`config.mk`:
```
export PLATFORM = sky130hd
export DESIGN_NAME = map_reduce_task_dispatcher_unit
export DESIGN_NICKNAME = d
export VERILOG_FILES = /design/src/hw/rtl/mrtd_pkg.sv /design/src/hw/rtl/mrtd_ffs.sv /design/src/hw/rtl/mrtd_table.sv /design/src/hw/rtl/map_reduce_task_dispatcher_unit.sv
export VERILOG_INCLUDE_DIRS = /design/src /design/src/hw/rtl
export SDC_FILE = /design/constraint.sdc
export NUM_CORES = 1
export LEC_CHECK = 0
export ABC_AREA = 1
export BUFFER_PORTS_ARGS = -buffer_cell sky130_fd_sc_hd__buf_2
export CAP_MARGIN = 10
export CORE_MARGIN = 4
export CORE_UTILIZATION = 61
export CTS_CLUSTER_DIAMETER = 150
export CTS_CLUSTER_SIZE = 10
export DETAILED_ROUTE_END_ITERATION = 8
export GPL_ROUTABILITY_DRIVEN = 0
export PLACE_DENSITY = 0.9
export SLEW_MARGIN = 20
export SYNTH_ARGS = -nofsm -noshare
export SYNTH_HDL_FRONTEND = slang
export SYNTH_SLANG_ARGS = --single-unit
```
`constraint.sdc`:
```
create_clock -name aclk -period 10.47 [get_ports aclk]
set_clock_uncertainty 0.1 [all_clocks]
set_input_delay 2.6175 -clock aclk [delete_from_list [all_inputs] [get_ports aclk]]
set_output_delay 2.6175 -clock aclk [all_outputs]
set_load 0.1 [all_outputs]
```
`src/hw/rtl/map_reduce_task_dispatcher_unit_macros.svh`:
```
// assertion macros, compiled out for synthesis
`ifndef MAP_REDUCE_TASK_DISPATCHER_UNIT_MACROS_SVH
`define MAP_REDUCE_TASK_DISPATCHER_UNIT_MACROS_SVH
`ifndef SYNTHESIS
`define MRTD_ASSERT_IMP(lbl, clk, rstn, ante, cons) \
    lbl: assert property (@(posedge clk) disable iff (!rstn) (ante) |-> (cons)) \
        else $error("mrtd check failed");
`define MRTD_ASSERT_NXT(lbl, clk, rstn, ante, cons) \
    lbl: assert property (@(posedge clk) disable iff (!rstn) (ante) |=> (cons)) \
        else $error("mrtd check failed");
`else
`define MRTD_ASSERT_IMP(lbl, clk, rstn, ante, cons)
`define MRTD_ASSERT_NXT(lbl, clk, rstn, ante, cons)
`endif
`endif

```
`src/hw/rtl/mrtd_pkg.sv`:
```
package mrtd_pkg;

    localparam int CHUNK      = 16;
    localparam int CHUNK_W    = 4;
    localparam int IDX_W      = 7;
    localparam int CH_W       = 3;
    localparam int CNT_W      = 8;
    localparam int CFG_MAP_W  = 7;
    localparam int CFG_RED_W  = 5;
    localparam int CFG_ADDR_W = 1;
    localparam int S_DATA_W   = 8;
    localparam int M_DATA_W   = 24;

    localparam logic [CFG_ADDR_W-1:0] REG_MAP_COUNT    = 1'b0;
    localparam logic [CFG_ADDR_W-1:0] REG_REDUCE_COUNT = 1'b1;

    localparam logic KIND_REQUEST = 1'b0;
    localparam logic KIND_REPORT  = 1'b1;

    localparam logic [1:0] TYPE_NONE   = 2'd0;
    localparam logic [1:0] TYPE_MAP    = 2'd1;
    localparam logic [1:0] TYPE_REDUCE = 2'd2;

    typedef enum logic {
        ST_IDLE,
        ST_SCAN
    } state_t;

    typedef struct packed {
        logic             set_asg;
        logic             set_done;
        logic [IDX_W-1:0] idx;
    } tbl_cmd_t;

    typedef struct packed {
        logic                 all_done;
        logic                 success;
        logic [CFG_MAP_W-1:0] file_count;
        logic [5:0]           granted_index;
        logic [1:0]           granted_type;
        logic                 found;
    } result_t;

    function automatic logic [CNT_W-1:0] sat_inc(input logic [CNT_W-1:0] c);
        sat_inc = (c == {CNT_W{1'b1}}) ? c : c + 1'b1;
    endfunction

endpackage

```
`src/hw/rtl/mrtd_ffs.sv`:
```
module mrtd_ffs (
    input  logic [mrtd_pkg::CHUNK-1:0]   free_bits,
    input  logic [mrtd_pkg::IDX_W-1:0]   base,
    input  logic [mrtd_pkg::IDX_W-1:0]   limit,
    output logic                         hit,
    output logic [mrtd_pkg::CHUNK_W-1:0] offset
);
    import mrtd_pkg::*;

    // lowest free lane whose entry lies below the limit
    always_comb begin
        hit    = 1'b0;
        offset = '0;
        for (int i = CHUNK - 1; i >= 0; i--) begin
            if (free_bits[i] &&
                (({1'b0, base} + (IDX_W + 1)'(i)) < {1'b0, limit})) begin
                hit    = 1'b1;
                offset = CHUNK_W'(i);
            end
        end
    end

endmodule

```
`src/hw/rtl/mrtd_table.sv`:
```
module mrtd_table #(
    parameter int DEPTH = 16
) (
    input  logic                       aclk,
    input  logic                       aresetn,
    input  logic [mrtd_pkg::CH_W-1:0]  chunk_sel,
    input  mrtd_pkg::tbl_cmd_t         cmd,
    output logic [mrtd_pkg::CHUNK-1:0] free_chunk
);
    import mrtd_pkg::*;

    localparam int NCH   = (DEPTH + CHUNK - 1) / CHUNK;
    localparam int CIW   = (NCH > 1) ? $clog2(NCH) : 1;
    localparam int PW    = (1 << CIW) * CHUNK;
    localparam int IW    = (DEPTH > 1) ? $clog2(DEPTH) : 1;

    logic [DEPTH-1:0] asg_reg, asg_next;
    logic [DEPTH-1:0] cmp_reg, cmp_next;
    logic [PW-1:0]    free_pad;

    always_comb begin
        asg_next = asg_reg;
        cmp_next = cmp_reg;
        if (cmd.set_asg) begin
            asg_next[cmd.idx[IW-1:0]] = 1'b1;
        end
        if (cmd.set_done) begin
            asg_next[cmd.idx[IW-1:0]] = 1'b0;
            cmp_next[cmd.idx[IW-1:0]] = 1'b1;
        end
    end

    always_comb begin
        free_pad              = '0;
        free_pad[DEPTH-1:0]   = ~asg_reg & ~cmp_reg;
    end

    assign free_chunk = free_pad[chunk_sel[CIW-1:0] * CHUNK +: CHUNK];

    always_ff @(posedge aclk) begin
        if (!aresetn) begin
            asg_reg <= '0;
            cmp_reg <= '0;
        end else begin
            asg_reg <= asg_next;
            cmp_reg <= cmp_next;
        end
    end

endmodule

```
`src/hw/rtl/map_reduce_task_dispatcher_unit.sv`:
```
// map/reduce task dispatcher
// s_ channel takes one item per handshake: s_tuser is the kind (request or
// completion report), s_tdata carries the reported task type and index.
// m_ channel returns exactly one result item per input item.
// cfg_we/cfg_addr/cfg_wdata write the map and reduce task counts; write only
// while no item is in flight.
// a report is applied at acceptance and its result is on m_ in the next cycle,
// so reports can stream at one item per cycle while m_tready is high.
// a request scans the flag table of its phase sixteen entries per cycle through
// one shared find-first unit, stopping at the first free task; the result is
// registered when the scan ends, and s_tready is low while scanning.
// the single output register holds a result until m_tready; while it is full
// and not taken no new item is accepted.
// reset clears all task flags, completion counters and the finished flag,
// sets the map count to 0 and the reduce count to 4.
`include "map_reduce_task_dispatcher_unit_macros.svh"
module map_reduce_task_dispatcher_unit #(
    parameter int MAX_MAP_TASKS    = 64,
    parameter int MAX_REDUCE_TASKS = 16
) (
    input  logic                             aclk,
    input  logic                             aresetn,
    input  logic                             cfg_we,
    input  logic [mrtd_pkg::CFG_ADDR_W-1:0]  cfg_addr,
    input  logic [mrtd_pkg::CFG_MAP_W-1:0]   cfg_wdata,
    input  logic                             s_tvalid,
    output logic                             s_tready,
    // task_type, task_index
    input  logic [mrtd_pkg::S_DATA_W-1:0]    s_tdata,
    // kind
    input  logic                             s_tuser,
    output logic                             m_tvalid,
    input  logic                             m_tready,
    // found, granted_type, granted_index, file_count, success, all_done
    output logic [mrtd_pkg::M_DATA_W-1:0]    m_tdata
);
    import mrtd_pkg::*;

    localparam int MAP_D = (MAX_MAP_TASKS > 127) ? 127 : MAX_MAP_TASKS;
    localparam int RED_D = (MAX_REDUCE_TASKS > 31) ? 31 : MAX_REDUCE_TASKS;
    localparam logic [CFG_MAP_W-1:0] MAP_CAP = CFG_MAP_W'(MAP_D);
    localparam logic [CFG_RED_W-1:0] RED_CAP = CFG_RED_W'(RED_D);

    state_t               state_reg, state_next;
    logic [CH_W-1:0]      chunk_reg, chunk_next;
    logic                 phase_map_reg, phase_map_next;
    logic [CFG_MAP_W-1:0] map_cfg_reg, map_cfg_next;
    logic [CFG_RED_W-1:0] red_cfg_reg, red_cfg_next;
    logic [CNT_W-1:0]     map_cnt_reg, map_cnt_next;
    logic [CNT_W-1:0]     red_cnt_reg, red_cnt_next;
    logic                 finished_reg, finished_next;
    logic                 out_valid_reg, out_valid_next;
    result_t              out_data_reg, out_data_next;

    logic [CFG_MAP_W-1:0] map_eff;
    logic [CFG_RED_W-1:0] red_eff;
    logic                 s_acc;
    logic [1:0]           in_type;
    logic [5:0]           in_index;
    logic                 rep_map, rep_red;
    logic [CNT_W-1:0]     map_cnt_upd, red_cnt_upd;
    logic                 fin_upd;
    logic [IDX_W-1:0]     base, limit, grant_idx;
    logic [CHUNK-1:0]     map_free, red_free, free_sel;
    logic                 hit, last, scan_done;
    logic [CHUNK_W-1:0]   offset;
    tbl_cmd_t             map_cmd, red_cmd;

    assign map_eff  = (map_cfg_reg > MAP_CAP) ? MAP_CAP : map_cfg_reg;
    assign red_eff  = (red_cfg_reg > RED_CAP) ? RED_CAP : red_cfg_reg;
    assign s_acc    = s_tvalid && s_tready;
    assign in_type  = s_tdata[1:0];
    assign in_index = s_tdata[7:2];

    // report handling
    assign rep_map = (s_tuser == KIND_REPORT) && (in_type == TYPE_MAP) &&
                     ({1'b0, in_index} < map_eff);
    assign rep_red = (s_tuser == KIND_REPORT) && (in_type == TYPE_REDUCE) &&
                     ({1'b0, in_index} < {2'b0, red_eff});
    assign map_cnt_upd = rep_map ? sat_inc(map_cnt_reg) : map_cnt_reg;
    assign red_cnt_upd = rep_red ? sat_inc(red_cnt_reg) : red_cnt_reg;
    assign fin_upd     = finished_reg ||
                         ((map_cnt_upd >= {1'b0, map_eff}) &&
                          (red_cnt_upd >= {3'b0, red_eff}));

    // scan datapath
    assign base      = {chunk_reg, {CHUNK_W{1'b0}}};
    assign limit     = phase_map_reg ? map_eff : {2'b0, red_eff};
    assign free_sel  = phase_map_reg ? map_free : red_free;
    assign grant_idx = base + {{(IDX_W - CHUNK_W){1'b0}}, offset};
    assign last      = ({1'b0, base} + (IDX_W + 1)'(CHUNK)) >= {1'b0, limit};
    assign scan_done = (state_reg == ST_SCAN) && (hit || last);

    mrtd_ffs u_ffs (
        .free_bits (free_sel),
        .base      (base),
        .limit     (limit),
        .hit       (hit),
        .offset    (offset)
    );

    always_comb begin
        map_cmd.set_asg  = (state_reg == ST_SCAN) && phase_map_reg && hit;
        map_cmd.set_done = s_acc && rep_map;
        map_cmd.idx      = (state_reg == ST_SCAN) ? grant_idx : {1'b0, in_index};
        red_cmd.set_asg  = (state_reg == ST_SCAN) && !phase_map_reg && hit;
        red_cmd.set_done = s_acc && rep_red;
        red_cmd.idx      = (state_reg == ST_SCAN) ? grant_idx : {1'b0, in_index};
    end

    mrtd_table #(.DEPTH(MAP_D)) u_map_tbl (
        .aclk       (aclk),
        .aresetn    (aresetn),
        .chunk_sel  (chunk_reg),
        .cmd        (map_cmd),
        .free_chunk (map_free)
    );

    mrtd_table #(.DEPTH(RED_D)) u_red_tbl (
        .aclk       (aclk),
        .aresetn    (aresetn),
        .chunk_sel  (chunk_reg),
        .cmd        (red_cmd),
        .free_chunk (red_free)
    );

    // next state
    always_comb begin
        state_next = state_reg;
        unique case (state_reg)
            ST_IDLE: begin
                if (s_acc && (s_tuser == KIND_REQUEST)) begin
                    state_next = ST_SCAN;
                end
            end
            ST_SCAN: begin
                if (scan_done) begin
                    state_next = ST_IDLE;
                end
            end
            default: state_next = ST_IDLE;
        endcase
    end

    // fsm outputs
    always_comb begin
        s_tready = 1'b0;
        unique case (state_reg)
            ST_IDLE: s_tready = !out_valid_reg || m_tready;
            ST_SCAN: s_tready = 1'b0;
            default: s_tready = 1'b0;
        endcase
    end

    // datapath registers
    always_comb begin
        chunk_next     = chunk_reg;
        phase_map_next = phase_map_reg;
        map_cnt_next   = map_cnt_reg;
        red_cnt_next   = red_cnt_reg;
        finished_next  = finished_reg;
        out_data_next  = out_data_reg;
        out_valid_next = out_valid_reg && !m_tready;
        map_cfg_next   = map_cfg_reg;
        red_cfg_next   = red_cfg_reg;

        if (cfg_we) begin
            unique case (cfg_addr)
                REG_MAP_COUNT:    map_cfg_next = cfg_wdata;
                REG_REDUCE_COUNT: red_cfg_next = cfg_wdata[CFG_RED_W-1:0];
                default:          map_cfg_next = map_cfg_reg;
            endcase
        end

        if (s_acc) begin
            if (s_tuser == KIND_REQUEST) begin
                chunk_next     = '0;
                phase_map_next = map_cnt_reg < {1'b0, map_eff};
            end else begin
                map_cnt_next                = map_cnt_upd;
                red_cnt_next                = red_cnt_upd;
                finished_next               = fin_upd;
                out_valid_next              = 1'b1;
                out_data_next.found         = 1'b0;
                out_data_next.granted_type  = TYPE_NONE;
                out_data_next.granted_index = '0;
                out_data_next.file_count    = '0;
                out_data_next.success       = 1'b1;
                out_data_next.all_done      = fin_upd;
            end
        end

        if (state_reg == ST_SCAN) begin
            chunk_next = chunk_reg + 1'b1;
            if (scan_done) begin
                out_valid_next              = 1'b1;
                out_data_next.found         = hit;
                out_data_next.granted_type  = !hit ? TYPE_NONE :
                                              (phase_map_reg ? TYPE_MAP : TYPE_REDUCE);
                out_data_next.granted_index = hit ? grant_idx[5:0] : 6'd0;
                out_data_next.file_count    = hit ? map_eff : '0;
                out_data_next.success       = 1'b0;
                out_data_next.all_done      = finished_reg;
            end
        end
    end

    always_ff @(posedge aclk) begin
        if (!aresetn) begin
            state_reg     <= ST_IDLE;
            chunk_reg     <= '0;
            phase_map_reg <= 1'b0;
            map_cfg_reg   <= '0;
            red_cfg_reg   <= CFG_RED_W'(4);
            map_cnt_reg   <= '0;
            red_cnt_reg   <= '0;
            finished_reg  <= 1'b0;
            out_valid_reg <= 1'b0;
        end else begin
            state_reg     <= state_next;
            chunk_reg     <= chunk_next;
            phase_map_reg <= phase_map_next;
            map_cfg_reg   <= map_cfg_next;
            red_cfg_reg   <= red_cfg_next;
            map_cnt_reg   <= map_cnt_next;
            red_cnt_reg   <= red_cnt_next;
            finished_reg  <= finished_next;
            out_valid_reg <= out_valid_next;
        end
    end

    always_ff @(posedge aclk) begin
        out_data_reg <= out_data_next;
    end

    assign m_tvalid = out_valid_reg;
    assign m_tdata  = {{(M_DATA_W - $bits(result_t)){1'b0}}, out_data_reg};

    `MRTD_ASSERT_NXT(a_report_acked, aclk, aresetn, s_acc && (s_tuser == KIND_REPORT), out_valid_reg && out_data_reg.success)
    `MRTD_ASSERT_NXT(a_finished_sticky, aclk, aresetn, finished_reg, finished_reg)
    `MRTD_ASSERT_IMP(a_grant_in_range, aclk, aresetn, (state_reg == ST_SCAN) && hit, grant_idx < limit)
    `MRTD_ASSERT_IMP(a_out_free_at_scan_end, aclk, aresetn, scan_done, !out_valid_reg)

endmodule
```
Yosys cells after proc, flatten, opt, wreduce, memory -nomap -nowiden:

Index checks and enable logic that the tools add are counted.

* register bits after elaboration: 213
* bits in latches: 0
* memory bits (writable): 0
* memory bits (read-only): 0
* input port bits: 22
* output and inout bits: 26
* memories kept: 0

* add/subtract/negate cells: 20
* multipliers: 0
* divide/modulo/power cells: 0
* magnitude comparators: 28
* equality and inequality tests: 5
* shift-type cells: 2
* multiplexer cells: 68
* bitwise gates (word level): 17
* reductions and logical operators: 45

Operators by type and width (number)
* inverter 64 bit: 3
* AND 64 bit: 2
* < comparator 8 x 7 -> 1 bit: 16
* 2-to-1 mux 64 bit: 2
* bitwise OR 64 bit: 2
* 2-to-1 mux 18 bit: 4
* adder 7 x 4 -> 8 bit (second input constant): 8
* 2-to-1 mux 4 bit: 16
* indexed part select 64 x 7 -> 16 bit: 1
* 2-to-1 mux 16 bit: 3
* inverter 16 bit: 3
* logical AND 1 bit: 33
* adder 7 x 3 -> 8 bit (second input constant): 4
* AND 16 bit: 2
* 2-to-1 mux 8 bit: 4
* bitwise OR 16 bit: 2
* indexed part select 32 x 6 -> 16 bit: 1
* 2-to-1 mux 1 bit: 24
* 2-to-1 mux 7 bit: 3
* adder 7 x 2 -> 8 bit (second input constant): 2
* adder 8 x 1 -> 8 bit (second input constant): 2
* equality test 8 bit (second input constant): 2
* >= comparator 8 x 7 -> 1 bit: 2
* 2-to-1 mux 6 bit: 2
* 28 further kinds: 42

Depth between registers and ports, before layout:

Gate-level depths: netlist of the first run.

* word-level depth: 31
* gate-level depth with buffers: 32
* gate-level depth less buffers: 29

By module:

From an unflattened synthesis of the first run, not the netlist that was laid out.

* cells, all modules: 1997
* area, all modules: 13402.9 µm²

By module, submodules not included
* mrtd_table at u_map_tbl: instances 1, cells each 815, area an instance 5455.2 µm², sequential area each 2562.5 µm²
* map_reduce_task_dispatcher_unit: instances 1, cells each 517, area an instance 3519.6 µm², sequential area each 1061.0 µm²
* mrtd_ffs: instances 1, cells each 473, area an instance 3047.9 µm², sequential area each 0.0 µm²
* mrtd_table at u_red_tbl: instances 1, cells each 192, area an instance 1380.1 µm², sequential area each 640.6 µm²

Worst setup path before layout of the first run:

Ideal clock, no wire load.

* kind: input port to output port
* start: input m_tready
* end: output s_tready
* arrival time: 4137 ps
* slack: 3615 ps
* cell stages on the path: 2
* path through: inv_1 a21oi_1

* word-level cells in the longest chain between the ends: 2

Ends and longest elaborated chain
* start, declared: RTL line map_reduce_task_dispatcher_unit.sv:33 `input logic m_tready,`
* logical OR 1 bit: RTL line map_reduce_task_dispatcher_unit.sv:149 `ST_IDLE: s_tready = !out_valid_reg || m_tready;`
* case mux 1 bit (2 select lines): RTL line map_reduce_task_dispatcher_unit.sv:148 `unique case (state_reg)`
* end, declared: RTL line map_reduce_task_dispatcher_unit.sv:27 `output logic s_tready,`

Every way passes these cells.

Worst setup path in the final report of the first run:

Ends and elaborated chain as after synthesis.

==> run_results.csv, run 1 <==
group,metric,value,unit
synthesis,yosysUniqueCellTypes,49,
status,outcome,"complete, no violations",
sta,tns,0,ps
critical_path,ff2ff_setup_slack,5020,ps
critical_path,cpPeakStageDelay,450,ps
grt,grt_max_degree,90,
detailed_routing,vias,11055,
detailed_routing,vias_per_cell,6.06,
critical_path,worstSetupPathType,"in -> out",
critical_path,path_delay_family,"buffers and inverters",
synthesis,syn_inst,1616,
sta,slew_headroom,25.2,%
floorplan,dieArea,20800,sq um
detailed_routing,drt-initial-drc-count,1167,
floorplan,die_y,144,um
power,p_per_area,160,nW/um^2
critical_path,r2r-end,"u_map_tbl.asg_reg[11]",
grt,grt_pass1_vias,10207,
critical_path,cp.required,7750,ps
critical_path,path_common_cell,"buf_2",
grt,overflow,0,
floorplan,pin_count,48,
detailed_routing,ant_nets,0,
critical_path,reg2regPathDepth,20,
floorplan,core,18100,sq um
critical_path,cp.depth,4,
min_path,hold_start,"u_map_tbl.cmp_reg[28]",
power,peakVddDrop,0.0990,mV
min_path,hold_end,"u_map_tbl.cmp_reg[28]",
detailed_routing,routed_wl,30.1,mm
clock_network,clk_pin_slew,60,ps
cells_and_area,synthToLayoutAreaGrowth,5.75,%
sta,period_minus_slack,6050,ps
critical_path,cp-end-kind,"primary output",
power,p_leak,5.04,nW
min_path,worstHoldPathType,"reg -> reg",
synthesis,synth.avg_cell_area,7.02,sq um
floorplan,die_w,144,um
synthesis,ys_async_sr_fraction,0,%
flow_run,maxCapViolations,0,
power,finalPower,1.92,mW
cells_and_area,fin_nets,1653,
placed_design,dp_cells,1798,
grt,grt_antenna_before_repair,0,
clock_network,clock_latency,520,ps
synthesis,yosysSeqAreaShare,37.6,%
synthesis,ys_seq_elements,213,
floorplan,start_util,62.5,%
critical_path,rr_startpoint,"chunk_reg[0]",
cells_and_area,final_layout_size_suffix_gt1_share,8.71,%
cells_and_area,layoutNonFillerInstCount,1824,
clock_network,cts_made_buffers,25,
critical_path,path_buf_inv,3,
clock_network,cts_setup_buffers,0,
sta,setup_violations,0,
clock_network,cts_buffer_depth,3,
sta,report.final.slew_viol_count,0,
clock_network,cts_tree,"yes",
floorplan,rows,49,
critical_path,cp_cell_sequence,"buf_2 > inv_1 > a21oi_1 > buf_2",
placed_design,dpl.hpwl,18.6,mm
detailed_routing,avgRoutedWirePerCell,16.5,um
synthesis,synth_warnings,0,
critical_path,worst_setup_path_start_kind,"primary input",
placed_design,placed_area,11400,sq um
synthesis,synth-main-ff-cell,"dfxtp_1",
detailed_routing,drc,0,
sta,clock.fmax,165,MHz
grt,grt_pass1_wl,48.8,mm
detailed_routing,dr.pass1.iters,6,
cells_and_area,diodes,0,
sta,hold_viol,0,
synthesis,synth_edf_count,0,
sta,worst-slew-pin-transition,1120,ps
clock_network,clock_sinks,213,
sta,rsz0062_at_grt,"no",
min_path,min_path_cells,2,
critical_path,cp_slowest_cell,"buf_2",
synthesis,syn-cell-area,11300,sq um
critical_path,path_max_fanout,2,
grt,grt_usage,28.2,%
clock_network,htree_num_levels,1,
clock_network,cts-root-buf,"clkbuf_16",
clock_network,postCtsHoldBufs,0,
sta,finalCritPeriodShare,57.7,%
critical_path,crit_arrival,3330,ps
cells_and_area,final_area,12000,sq um
clock_network,cts-resized-gates,0,
placed_design,io_buffers,41,
## synthesized netlist by cell type (2+ instances only)
library cell | instances | area share [%]
o2111ai_1 | 2 | 0.15
a21boi_0 | 2 | 0.13
ha_1 | 35 | 3.9
xor2_1 | 10 | 0.77
a211oi_1 | 2 | 0.13
o311ai_1 | 6 | 0.46
mux2i_1 | 2 | 0.18
nor3_1 | 21 | 0.93
o21ai_0 | 63 | 2.8
nand3_2 | 2 | 0.18
nor2_2 | 10 | 0.55
o22ai_1 | 2 | 0.11
nand4_1 | 167 | 9.2
nand2_2 | 6 | 0.33
a31oi_1 | 6 | 0.33
o21a_1 | 2 | 0.13
nor4_1 | 2 | 0.11
o311ai_0 | 4 | 0.31
o211ai_1 | 6 | 0.40
buf_6 | 11 | 1.1
buf_4 | 24 | 1.6
nand2_1 | 257 | 8.5
nand3_1 | 63 | 2.8
nor2_8 | 6 | 1.1
clkbuf_1 | 31 | 1.0
nor2_1 | 218 | 7.2
inv_1 | 217 | 7.2
buf_1 | 8 | 0.26
clkinv_1 | 2 | 0.066
a21oi_1 | 124 | 5.5
dfxtp_1 | 213 | 38
inv_2 | 17 | 0.56
buf_2 | 35 | 1.5
o31ai_1 | 21 | 1.4
a21oi_2 | 2 | 0.15
nand2_4 | 3 | 0.30
xnor2_1 | 2 | 0.15
## logic make-up after synthesis
family / Yosys count / share of synthesized area [%]
fa+ha+maj: 35 / 3.86
simple gates: 760 / 31.6
compound gates: 247 / 12.4
buf+inv: 346 / 13.4
flops: 213 / 37.6
mux: 2 / 0.177
xor+xnor: 12 / 0.927
other cells: 1 / 0.0331
## final cells by class
class                           count  area, sq um
Fill cell                        1512         6160
Multi-Input combinational cell   1062         5590
Sequential cell                   213         4260
Inverter                          237          892
Clock buffer                       25          626
Timing Repair Buffer               57          328
Tap cell                          229          287
Clock inverter                      1         8.76
## power by group
part / switching (mW) / internal (mW) / leakage, nW
clock: 0.313 / 0.418 / 0.313
sequential: 0.0158 / 0.827 / 1.72
combinational: 0.262 / 0.0838 / 3.00
total: 0.590 / 1.33 / 5.04
## how the worst max path moves through the flow
stage             endpoint  startpoint  slack (ps)
2_1_floorplan     s_tready    m_tready        3620
3_3_place_gp   m_tdata[17]  s_tdata[4]        4140
3_5_place_dp   m_tdata[17]  s_tdata[4]        4030
4_1_cts           s_tready    m_tready        4420
5_1_grt        m_tdata[17]  s_tdata[4]        4060
6_report          s_tready    m_tready        4420
## tightest hold or removal path, stage by stage (launching register included)
cell     delay (ps)
dfxtp_1         310
inv_1            50
a21oi_1          50
## cells in the final DEF (no fill, tap or decap), types with 3 or more instances in the layout
master,Yosys,routed
nand2_1,257,257
nor2_1,218,216
nand3_1,63,63
xor2_1,10,10
o311ai_1,6,6
dfxtp_1,213,213
buf_4,24,17
o31ai_1,21,21
inv_2,17,17
clkbuf_16,0,25
nor2_2,10,11
inv_1,217,217
nand2_2,6,6
o21ai_0,63,63
nand2_4,3,3
conb_1,1,6
buf_2,35,40
nand4_1,167,167
a21oi_1,124,124
a31oi_1,6,6
o311ai_0,4,4
ha_1,35,35
nor3_1,21,21
o211ai_1,6,6
nor2_8,6,6
## per-layer routing
metal,track usage (%),share of wire (%)
met1,36.4,40
met2,46.8,47
met3,5.42,9.7
met4,10.9,3.3
met5,0,0
## stage by stage
step / hold WS, ps / worst slack (ps) / utilization (%)
final: 347 / 4420 / 66.1
after global routing: 357 / 4060 / 66.1
after CTS: 348 / 4420 / 66.1
after detailed placement: 340 / 4030 / 62.6
after global placement: 333 / 4140 / 62.6
after floorplan: 327 / 3620 / -
Power figures use the tool's default switching activity.
==> run 2, diff against run 1 <==
- clock period: 10.47 -> 5.7 ns (I/O delays scaled with it)
==> run 2 against run 1 <==
Global-route usage rose by 0.81 points. Worst setup slack got worse by 3600 ps. Die area unchanged. Count of clock-buffer cells in the layout stayed put. Combinational power is 86% higher. Core utilization rose by 0.20 points.
==> run_results.csv, run 2 (synthesis gave the netlist of run 1 again) <==
group,metric,value,unit
sta,setup_violations,0,
cells_and_area,fin_nets,1655,
min_path,min_path_cells,2,
critical_path,cp_cell_sequence,"inv_2 > nand2_1 > nand2_1 > ha_1 > nand2_1 > inv_1 > nand2_1 > or2_1 > nor2_1 > nor2_1 > nand2_1 > nand2_1 > nor2_2 > nand4_1 > o21ai_2 > buf_4 > inv_2 > nor2_2 > nand4_1 > nand2_1 > nor2_1",
critical_path,cp.required,6020,ps
floorplan,dieArea,20800,sq um
min_path,worstHoldPathType,"reg -> reg",
detailed_routing,drt-initial-drc-count,1345,
placed_design,dp_slack,508,ps
detailed_routing,dr.pass1.iters,7,
grt,grt_pass1_wl,50.0,mm
floorplan,rows,49,
sta,clock.fmax,205,MHz
clock_network,clock_latency,520,ps
power,p_leak,5.06,nW
clock_network,cts-root-buf,"clkbuf_16",
sta,report.final.slew_viol_count,0,
critical_path,path_max_fanout,21,
cells_and_area,final_layout_size_suffix_gt1_share,8.89,%
critical_path,rr_startpoint,"phase_map_reg",
critical_path,cp_slowest_cell,"nor2_2",
floorplan,pin_count,48,
critical_path,cpPeakStageDelay,740,ps
cells_and_area,synthToLayoutAreaGrowth,6.07,%
critical_path,crit_arrival,5210,ps
grt,overflow,0,
critical_path,path_delay_family,"simple AND/OR/NAND/NOR gates",
power,peakVddDrop,0.189,mV
clock_network,cts_made_buffers,25,
floorplan,die_w,144,um
clock_network,clk_pin_slew,60,ps
detailed_routing,vias,11029,
critical_path,worstSetupPathType,"reg -> reg",
sta,finalCritPeriodShare,85.8,%
power,p_per_area,294,nW/um^2
critical_path,reg2regPathDepth,21,
sta,slew_headroom,24.5,%
placed_design,io_buffers,41,
detailed_routing,ant_nets,0,
floorplan,die_y,144,um
min_path,hold_start,"u_map_tbl.cmp_reg[25]",
clock_network,cts_buffer_depth,3,
floorplan,core,18100,sq um
critical_path,worst_setup_path_start_kind,"flip-flop",
status,outcome,"complete, no violations",
clock_network,cts_setup_buffers,0,
sta,tns,0,ps
grt,grt_antenna_before_repair,0,
cells_and_area,layout_commonest_cell,"nand2_1",
grt,grt_max_degree,100,
clock_network,cts_tree,"yes",
sta,worst-slew-pin-transition,1130,ps
grt,grt_usage,29.0,%
sta,period_minus_slack,4890,ps
sta,hold_viol,0,
critical_path,path_buf_inv,4,
placed_design,dpl.hpwl,18.9,mm
cells_and_area,final_cell_mix,"nand2_1, inv_1, nor2_1",
detailed_routing,routed_wl,30.4,mm
critical_path,r2r-end,"u_map_tbl.asg_reg[15]",
critical_path,ff2ff_setup_slack,810,ps
critical_path,cp-end-kind,"flip-flop",
floorplan,start_util,62.5,%
clock_network,postCtsHoldBufs,0,
critical_path,path_common_cell,"nand2_1",
grt,grt_pass1_vias,10267,
min_path,hold_end,"u_map_tbl.cmp_reg[25]",
clock_network,cts-resized-gates,0,
clock_network,htree_num_levels,1,
flow_run,maxCapViolations,0,
detailed_routing,avgRoutedWirePerCell,16.7,um
cells_and_area,diodes,0,
sta,setup_slack,810,ps
detailed_routing,vias_per_cell,6.04,
detailed_routing,drc,0,
clock_network,clock_sinks,213,
sta,rsz0062_at_grt,"no",
==> run 2: changes by cell type in the layout (fill, tap and decap cells not counted) <==
| cell | delta |
|---|---|
| inv_6 | +1 |
| buf_4 | +1 |
| buf_12 | +1 |
==> run 2: worst max path at each step <==
stage | from | end | cells past startpoint
finish | phase_map_reg | u_map_tbl.asg_reg[15] | 21
global route | phase_map_reg | u_map_tbl.cmp_reg[11] | 20
CTS | phase_map_reg | u_map_tbl.asg_reg[11] | 21
detailed placement | s_tdata[4] | m_tdata[17] | 25
global placement | s_tdata[4] | m_tdata[17] | 25
floorplan | s_tdata[4] | m_tdata[17] | 24
==> run 2: cell type report <==
cell class	count	area, sq um
Fill cell	1518	6120
Multi-Input combinational cell	1062	5590
Sequential cell	213	4260
Inverter	237	892
Clock buffer	25	626
Timing Repair Buffer	59	355
Tap cell	229	287
Clock inverter	2	17.5
==> run 2: worst min-delay path: stages (launching register included) <==
cell and delay (ps):
dfxtp_1 300, inv_1 50, a21oi_1 50
==> run 2: routing by layer <==
metal,wire length [um],up-vias,GRT usage (%)
li1,-,5281,-
met1,12300,5054,38.7
met2,14000,586,46.6
met3,3060,108,5.16
met4,1110,0,12.0
met5,0,-,0
==> run 2: power by group <==
part	leakage, nW	internal, mW	total [mW]	switching (mW)
logic	3.02	0.155	0.641	0.485
registers	1.72	1.52	1.55	0.0271
clock network	0.317	0.772	1.35	0.583
total	5.06	2.45	3.54	1.10
==> run 2: per-stage QoR <==
stage / hold slack, ps / power [mW] / area [sq um] / instances / utilization [%]
2_1_floorplan: 327 / 2.08 / 11400 / 1621 / -
3_3_place_gp: 335 / 2.18 / 11400 / 1800 / 62.7
3_5_place_dp: 338 / 2.20 / 11400 / 1800 / 62.7
4_1_cts: 348 / 3.54 / 12000 / 1827 / 66.3
5_1_grt: 359 / 3.67 / 12000 / 1827 / 66.3
6_report: 347 / 3.54 / 12000 / 1827 / 66.3
